<file path="src/sv/acu_pkg.sv">
// Shared types for the ARGB compositing unit: opcodes and the words that
// travel between pipeline stages. No dependencies.
package acu_pkg;

    localparam int LANES     = 4;
    localparam int CHAN_W    = 8;
    localparam int PIX_W     = LANES * CHAN_W;
    localparam int PROD_W    = 2 * CHAN_W;
    localparam int SUM_W     = CHAN_W + 1;
    localparam logic [PROD_W-1:0] HALF_UNIT = PROD_W'(128);
    localparam logic [CHAN_W-1:0] MAX_CHAN  = CHAN_W'(255);

    typedef enum logic [1:0] {
        OP_IN         = 2'd0,
        OP_OVER       = 2'd1,
        OP_OVER_ALPHA = 2'd2,
        OP_ADD        = 2'd3
    } t_op;

    // Stage 1 word: per-lane operands after selection
    typedef struct packed {
        t_op                           op;
        logic [LANES-1:0][CHAN_W-1:0]  d;
        logic [LANES-1:0][CHAN_W-1:0]  s;
        logic [LANES-1:0][CHAN_W-1:0]  f;
    } t_opnd;

    // Stage 2 word: per-lane products and raw sums
    typedef struct packed {
        t_op                           op;
        logic [LANES-1:0][PROD_W-1:0]  prod;
        logic [LANES-1:0][SUM_W-1:0]   sum;
    } t_prod;

endpackage

</file>
<file path="src/sv/acu_operand.sv">
// Stage 1: splits the pixels into lanes and picks the multiplier factor per
// operation. Depends on acu_pkg.
module acu_operand
    import acu_pkg::*;
(
    input  logic              i_clk,
    input  logic              i_rst_n,
    input  logic              i_valid,
    output logic              o_ready,
    input  t_op               i_op,
    input  logic [PIX_W-1:0]  i_first,
    input  logic [PIX_W-1:0]  i_second,
    output logic              o_valid,
    input  logic              i_ready,
    output t_opnd             o_data
);

    logic  r_valid;
    t_opnd r_data;
    t_opnd n_data;

    assign o_ready = !r_valid || i_ready;
    assign o_valid = r_valid;
    assign o_data  = r_data;

    // Operand selection
    always_comb begin
        n_data.op = i_op;
        for (int i = 0; i < LANES; i++) begin
            n_data.d[i] = i_first[i*CHAN_W +: CHAN_W];
            n_data.s[i] = i_second[i*CHAN_W +: CHAN_W];
            case (i_op)
                OP_IN:   n_data.f[i] = i_second[CHAN_W-1:0];
                OP_OVER: n_data.f[i] = i_second[PIX_W-1 -: CHAN_W];
                OP_OVER_ALPHA: begin
                    // single byte in lane 0; other lanes zero give zero
                    if (i == 0) begin
                        n_data.f[i] = i_second[CHAN_W-1:0];
                    end else begin
                        n_data.d[i] = '0;
                        n_data.s[i] = '0;
                        n_data.f[i] = '0;
                    end
                end
                default: n_data.f[i] = '0;
            endcase
        end
    end

    always_ff @(posedge i_clk) begin
        if (!i_rst_n) begin
            r_valid <= 1'b0;
        end else if (o_ready) begin
            r_valid <= i_valid;
        end
    end

    always_ff @(posedge i_clk) begin
        if (o_ready && i_valid) begin
            r_data <= n_data;
        end
    end

endmodule

</file>
<file path="src/sv/acu_mul.sv">
// Stage 2: 8x8 product and 9-bit sum in each lane. Depends on acu_pkg.
module acu_mul
    import acu_pkg::*;
(
    input  logic   i_clk,
    input  logic   i_rst_n,
    input  logic   i_valid,
    output logic   o_ready,
    input  t_opnd  i_data,
    output logic   o_valid,
    input  logic   i_ready,
    output t_prod  o_data
);

    logic  r_valid;
    t_prod r_data;
    t_prod n_data;

    assign o_ready = !r_valid || i_ready;
    assign o_valid = r_valid;
    assign o_data  = r_data;

    // Lane multiply and add
    always_comb begin
        n_data.op = i_data.op;
        for (int i = 0; i < LANES; i++) begin
            n_data.prod[i] = PROD_W'(i_data.d[i]) * PROD_W'(i_data.f[i]);
            n_data.sum[i]  = SUM_W'(i_data.d[i]) + SUM_W'(i_data.s[i]);
        end
    end

    always_ff @(posedge i_clk) begin
        if (!i_rst_n) begin
            r_valid <= 1'b0;
        end else if (o_ready) begin
            r_valid <= i_valid;
        end
    end

    always_ff @(posedge i_clk) begin
        if (o_ready && i_valid) begin
            r_data <= n_data;
        end
    end

endmodule

</file>
<file path="src/sv/acu_finish.sv">
// Stage 3: rounded divide by 255 and per-operation result, held in the
// output register. Depends on acu_pkg.
module acu_finish
    import acu_pkg::*;
(
    input  logic              i_clk,
    input  logic              i_rst_n,
    input  logic              i_valid,
    output logic              o_ready,
    input  t_prod             i_data,
    output logic              o_valid,
    input  logic              i_ready,
    output logic [PIX_W-1:0]  o_pixel
);

    logic             r_valid;
    logic [PIX_W-1:0] r_pixel;
    logic [PIX_W-1:0] n_pixel;

    assign o_ready = !r_valid || i_ready;
    assign o_valid = r_valid;
    assign o_pixel = r_pixel;

    // q = (t + (t >> 8)) >> 8 with t = x + 128; fits 16 bits for 8x8 products
    always_comb begin
        logic [PROD_W-1:0] t;
        logic [PROD_W-1:0] u;
        logic [CHAN_W-1:0] q;
        logic [SUM_W-1:0]  diff;
        n_pixel = '0;
        for (int i = 0; i < LANES; i++) begin
            t    = i_data.prod[i] + HALF_UNIT;
            u    = t + (t >> CHAN_W);
            q    = u[PROD_W-1:CHAN_W];
            diff = i_data.sum[i] - SUM_W'(q);
            case (i_data.op) inside
                OP_IN:                 n_pixel[i*CHAN_W +: CHAN_W] = q;
                OP_OVER, OP_OVER_ALPHA: n_pixel[i*CHAN_W +: CHAN_W] = diff[CHAN_W-1:0];
                default: begin
                    // saturating add
                    if (i_data.sum[i][CHAN_W]) begin
                        n_pixel[i*CHAN_W +: CHAN_W] = MAX_CHAN;
                    end else begin
                        n_pixel[i*CHAN_W +: CHAN_W] = i_data.sum[i][CHAN_W-1:0];
                    end
                end
            endcase
        end
    end

    always_ff @(posedge i_clk) begin
        if (!i_rst_n) begin
            r_valid <= 1'b0;
        end else if (o_ready) begin
            r_valid <= i_valid;
        end
    end

    always_ff @(posedge i_clk) begin
        if (o_ready && i_valid) begin
            r_pixel <= n_pixel;
        end
    end

endmodule

</file>
<file path="src/sv/argb_compositing_unit_core.sv">
// ARGB8888 compositing unit, top level: three-stage pipeline built from
// acu_operand, acu_mul and acu_finish. Depends on acu_pkg.
//
// Usage:
//   Input channel i_valid / o_ready carries one word: i_req_type (in, over,
//   over_alpha, add), i_first_pixel and i_second_pixel. Output channel
//   o_valid / i_ready carries o_result_pixel, one result per input word,
//   in order.
//   Each word passes through three register stages (operand select, lane
//   multiply, rounded divide and result select) on its way to o_valid.
//   Throughput: one word per cycle while i_ready stays high; each stage
//   holds one word and the lane multipliers sit in their own stage.
//   Stalls: each stage has its own valid bit and loads when it is empty or
//   its successor takes its word, so a stalled receiver fills the pipe
//   up to three words before o_ready falls. Nothing is dropped or repeated.
//   Reset (i_rst_n low, synchronous) empties all stages; there is no
//   other state.
module argb_compositing_unit_core
    import acu_pkg::*;
(
    input  logic              i_clk,
    input  logic              i_rst_n,
    input  logic              i_valid,
    output logic              o_ready,
    input  logic [1:0]        i_req_type,
    input  logic [PIX_W-1:0]  i_first_pixel,
    input  logic [PIX_W-1:0]  i_second_pixel,
    output logic              o_valid,
    input  logic              i_ready,
    output logic [PIX_W-1:0]  o_result_pixel
);

    logic  s1_valid, s1_ready;
    logic  s2_valid, s2_ready;
    t_opnd s1_data;
    t_prod s2_data;

    // Stage 1: operand select
    acu_operand u_operand (
        .i_clk    (i_clk),
        .i_rst_n  (i_rst_n),
        .i_valid  (i_valid),
        .o_ready  (o_ready),
        .i_op     (t_op'(i_req_type)),
        .i_first  (i_first_pixel),
        .i_second (i_second_pixel),
        .o_valid  (s1_valid),
        .i_ready  (s1_ready),
        .o_data   (s1_data)
    );

    // Stage 2: multiply
    acu_mul u_mul (
        .i_clk   (i_clk),
        .i_rst_n (i_rst_n),
        .i_valid (s1_valid),
        .o_ready (s1_ready),
        .i_data  (s1_data),
        .o_valid (s2_valid),
        .i_ready (s2_ready),
        .o_data  (s2_data)
    );

    // Stage 3: divide and result
    acu_finish u_finish (
        .i_clk   (i_clk),
        .i_rst_n (i_rst_n),
        .i_valid (s2_valid),
        .o_ready (s2_ready),
        .i_data  (s2_data),
        .o_valid (o_valid),
        .i_ready (i_ready),
        .o_pixel (o_result_pixel)
    );

    // Empty output stage means the whole chain can take a word
    a_empty_out_ready : assert property (
        @(posedge i_clk) disable iff (!i_rst_n)
        !o_valid |-> o_ready
    ) else $error("input not ready with output stage empty");

    // Backpressure only when every stage is full and the receiver stalls
    a_full_stall : assert property (
        @(posedge i_clk) disable iff (!i_rst_n)
        !o_ready |-> (s1_valid && s2_valid && o_valid && !i_ready)
    ) else $error("input stalled while pipeline has room");

    // A word in stage 2 stays there while stage 3 cannot take it
    a_s2_hold : assert property (
        @(posedge i_clk) disable iff (!i_rst_n)
        (s2_valid && !s2_ready) |=> s2_valid
    ) else $error("stage 2 word lost during stall");

endmodule

</file>
<file path="config.mk">
export PLATFORM = sky130hd
export DESIGN_NAME = argb_compositing_unit_core
export DESIGN_NICKNAME = d
export VERILOG_FILES = /design/src/sv/acu_pkg.sv /design/src/sv/acu_operand.sv /design/src/sv/acu_mul.sv /design/src/sv/acu_finish.sv /design/src/sv/argb_compositing_unit_core.sv
export SDC_FILE = /design/constraint.sdc
export NUM_CORES = 1
export LEC_CHECK = 0
export ABC_AREA = 1
export BUFFER_PORTS_ARGS = -buffer_cell sky130_fd_sc_hd__buf_4
export CAP_MARGIN = 20
export CORE_MARGIN = 8
export CORE_UTILIZATION = 55
export DETAILED_ROUTE_END_ITERATION = 8
export PLACE_DENSITY = 0.77
export SLEW_MARGIN = 5
export SYNTH_ARGS = -nofsm -noshare
export SYNTH_HDL_FRONTEND = slang
export SYNTH_SLANG_ARGS = --single-unit
</file>
<file path="constraint.sdc">
create_clock -name i_clk -period 5.2 [get_ports i_clk]
set_input_delay 0.26 -clock i_clk [delete_from_list [all_inputs] [get_ports i_clk]]
set_output_delay 0.26 -clock i_clk [all_outputs]
set_load 0.01 [all_outputs]
</file>
==> results.sh <==
export IMPL_final_max_slew_viol_count=0
export IMPL_setup_worst_path_start_class="flop"
export IMPL_antenna_found_initial=0
export IMPL_die_h_um=210
export IMPL_clock_path_buffers=3
export IMPL_min_path_type="input pin to flop"
export IMPL_grt_pass1_vias=16300
export IMPL_fin_setup_tns_ps=0
export IMPL_finClkSkew_ps=26.0
export IMPL_cts_sinks=219
export IMPL_core_um2=37300
export IMPL_synth_top_cell_by_area="edfxtp_1"
export IMPL_path_cells="buf_4 > nand2_1 > inv_1 > fa_1 > fa_1 > inv_1 > fa_1 > fa_1 > inv_1 > ha_1 > nand3_1 > and2_1 > inv_1 > a21oi_1 > o21bai_1 > a21oi_1 > o21bai_1 > nand2_1 > nand2_1 > a21oi_1 > o21bai_1 > xor2_1"
export IMPL_maxSlewHeadroom_pct=41.9
export IMPL_hold_violations=0
export IMPL_yosys_area_top_type_share_pct=31.4
export IMPL_wl_um=48500
export IMPL_power_leakage_nw=12.8
export IMPL_finalPower_mw=7.66
export IMPL_vdd_drop_max_mv=0.244
export IMPL_die_w_um=210
export IMPL_max_freq_mhz=203
export IMPL_start_util_pct=55.3
export IMPL_final_setup_viol_count=0
export IMPL_vias=16000
export IMPL_grt_overflow_total=0
export IMPL_routabilityCongestion=0.920
export IMPL_maxCapViolCount=0
export IMPL_period_share_pct=94.8
export IMPL_cp_top_family="adder cells"
export IMPL_cts_made_buffers=25
export IMPL_slowest_delay_ps=560
export IMPL_endpoint_kind="flop"
export IMPL_cts_root_buffer="clkbuf_16"
export IMPL_h_tree_depth=1
export IMPL_crit_fanout=15
export IMPL_clk_pin_slew_ps=60
export IMPL_worstPathRequired_ps=5470
export IMPL_netlist_area_um2=20600
export IMPL_postSynthCellCount=2440
export IMPL_ys_warn_count=0
export IMPL_dr_pass1_iters=7
export IMPL_rsz0062_at_grt="no"
export IMPL_layout_commonest_cell="inv_1"
export IMPL_die_area_um2=44000
export IMPL_period_minus_slack_ps=4930
export IMPL_grt_pass1_wl_um=79700
export IMPL_synth_cell_type_count=43
export IMPL_rows=71
export IMPL_drt_iter0_markers=1026
export IMPL_worstPathArrival_ps=5210
export IMPL_grt_usage_pct=22.1
export IMPL_synth_seq_cells=219
export IMPL_drive_gt1_share_pct=8.20
export IMPL_num_antenna_cells=0
export IMPL_crit_buf_inv=5
export IMPL_io_pins=104
export IMPL_synth_area_leaders="edfxtp_1, fa_1, ha_1"
export IMPL_critPathSlowestCell="edfxtp_1"
export IMPL_drc=0
export IMPL_tightest_slew_ps=871
export IMPL_syn_num_nets=2892
export IMPL_avgRoutedWirePerCell_um=15.9
export IMPL_clock_latency_ps=550
export IMPL_power_density_nw_per_um2=332
export IMPL_io_buffers=103
export IMPL_grt_max_degree=53
export IMPL_syn2layout_area_growth_pct=11.9
export IMPL_vias_per_cell=5.24
export IMPL_final_nets=3011
export IMPL_postRouteAntennaNets=0
export IMPL_dpl_hpwl_um=38400
export IMPL_avgSynthCellArea_um2=8.45
export IMPL_path_class="flop to flop"
export IMPL_status="finished clean"
export IMPL_ys_seq_area_share_pct=31.7
export IMPL_final_cell_mix="inv_1, nand2_1, ha_1"
export IMPL_cts_tree="built"
-- cells in the mapped netlist (all sizes together) --
library cell  number
inv              644
nand2            522
ha               230
edfxtp           216
fa               152
nor2             151
a21oi            107
nand3             79
xor2              75
clkbuf            71
o21ai             53
xnor2             25
nand4             23
o22ai             18
o21bai            13
o221ai             8
a31oi              7
a21o               6
buf                6
nand3b             6
nor3               6
and2               5
or2                4
a211oi             3
clkinv             3
dfxtp              3
a22oi              2
a21boi             1
a31o               1
-- area by class of cell --
class	instances	area, µm²
Clock buffer	26	629
Inverter	647	2430
Clock inverter	16	153
Tap cell	474	593
Fill cell	3074	14200
Sequential cell	219	6550
Timing Repair Buffer	169	1350
Multi-Input combinational cell	1497	11400
-- tightest hold or removal path, stage by stage --
cell and delay, ps:
buf_4 70, inv_1 30, nor2_1 90
-- layer usage --
metal,track usage (%),vias to the layer above,part of all wire [%]
li1,-,7741,-
met1,27.6,7548,41
met2,39.1,571,49
met3,3.31,112,7.0
met4,7.12,0,3.1
met5,0,-,0
-- cell families after synthesis --
family	share of synthesized area [%]
buffers and inverters	13.3
adder cells (fa/ha/maj)	28.7
XOR/XNOR	4.25
AO/OA/AOI/OAI	5.99
flip-flops	31.7
AND/OR/NAND/NOR	16.1
-- where the power goes --
part	internal (mW)	total (mW)	switching, mW
Combinational	1.38	3.49	2.11
Sequential	2.28	2.45	0.171
Clock	1.02	1.73	0.711
-- final timing paths --
kind	startpoint	endpoint	slack (ps)	depth (start not counted)
worst min register to register	u_operand.o_data[96]	u_mul.o_data[100]	420	0
worst max register to register	u_operand.o_data[12]	u_mul.o_data[83]	270	22
worst min-delay path	i_first_pixel[26]	u_operand.o_data[90]	20	3
worst max-delay path	u_operand.o_data[12]	u_mul.o_data[83]	270	22
-- metrics by stage --
step	hold slack, ps	utilization (%)	cells	area (µm²)	worst slack, ps
CTS	0.378	61.7	3045	23000	207
finish	22.2	61.8	3048	23100	268
global placement	403	58.9	2974	22000	332
global route	4.93	61.8	3048	23100	2.89
detailed placement	406	58.9	2974	22000	219
floorplan	359	-	2440	20600	565
-- state kept, by name, indices dropped and copies added, names as in the netlist --
signal	count
u_operand.o_valid	1
u_finish.o_pixel	32
u_finish.o_valid	1
u_mul.o_data	102
u_mul.o_valid	1
u_operand.o_data	82
-- repair_timing --
| action | in CTS | in global routing |
|---|---|---|
| gates resized for setup | 0 | 2 |
| hold buffers | 29 | 0 |
| endpoints found under the setup margin | 0 | 4 |
| setup buffers | 0 | 2 |
| endpoints found under the hold margin | 31 | 0 |
Power figures use the tool's default switching activity.
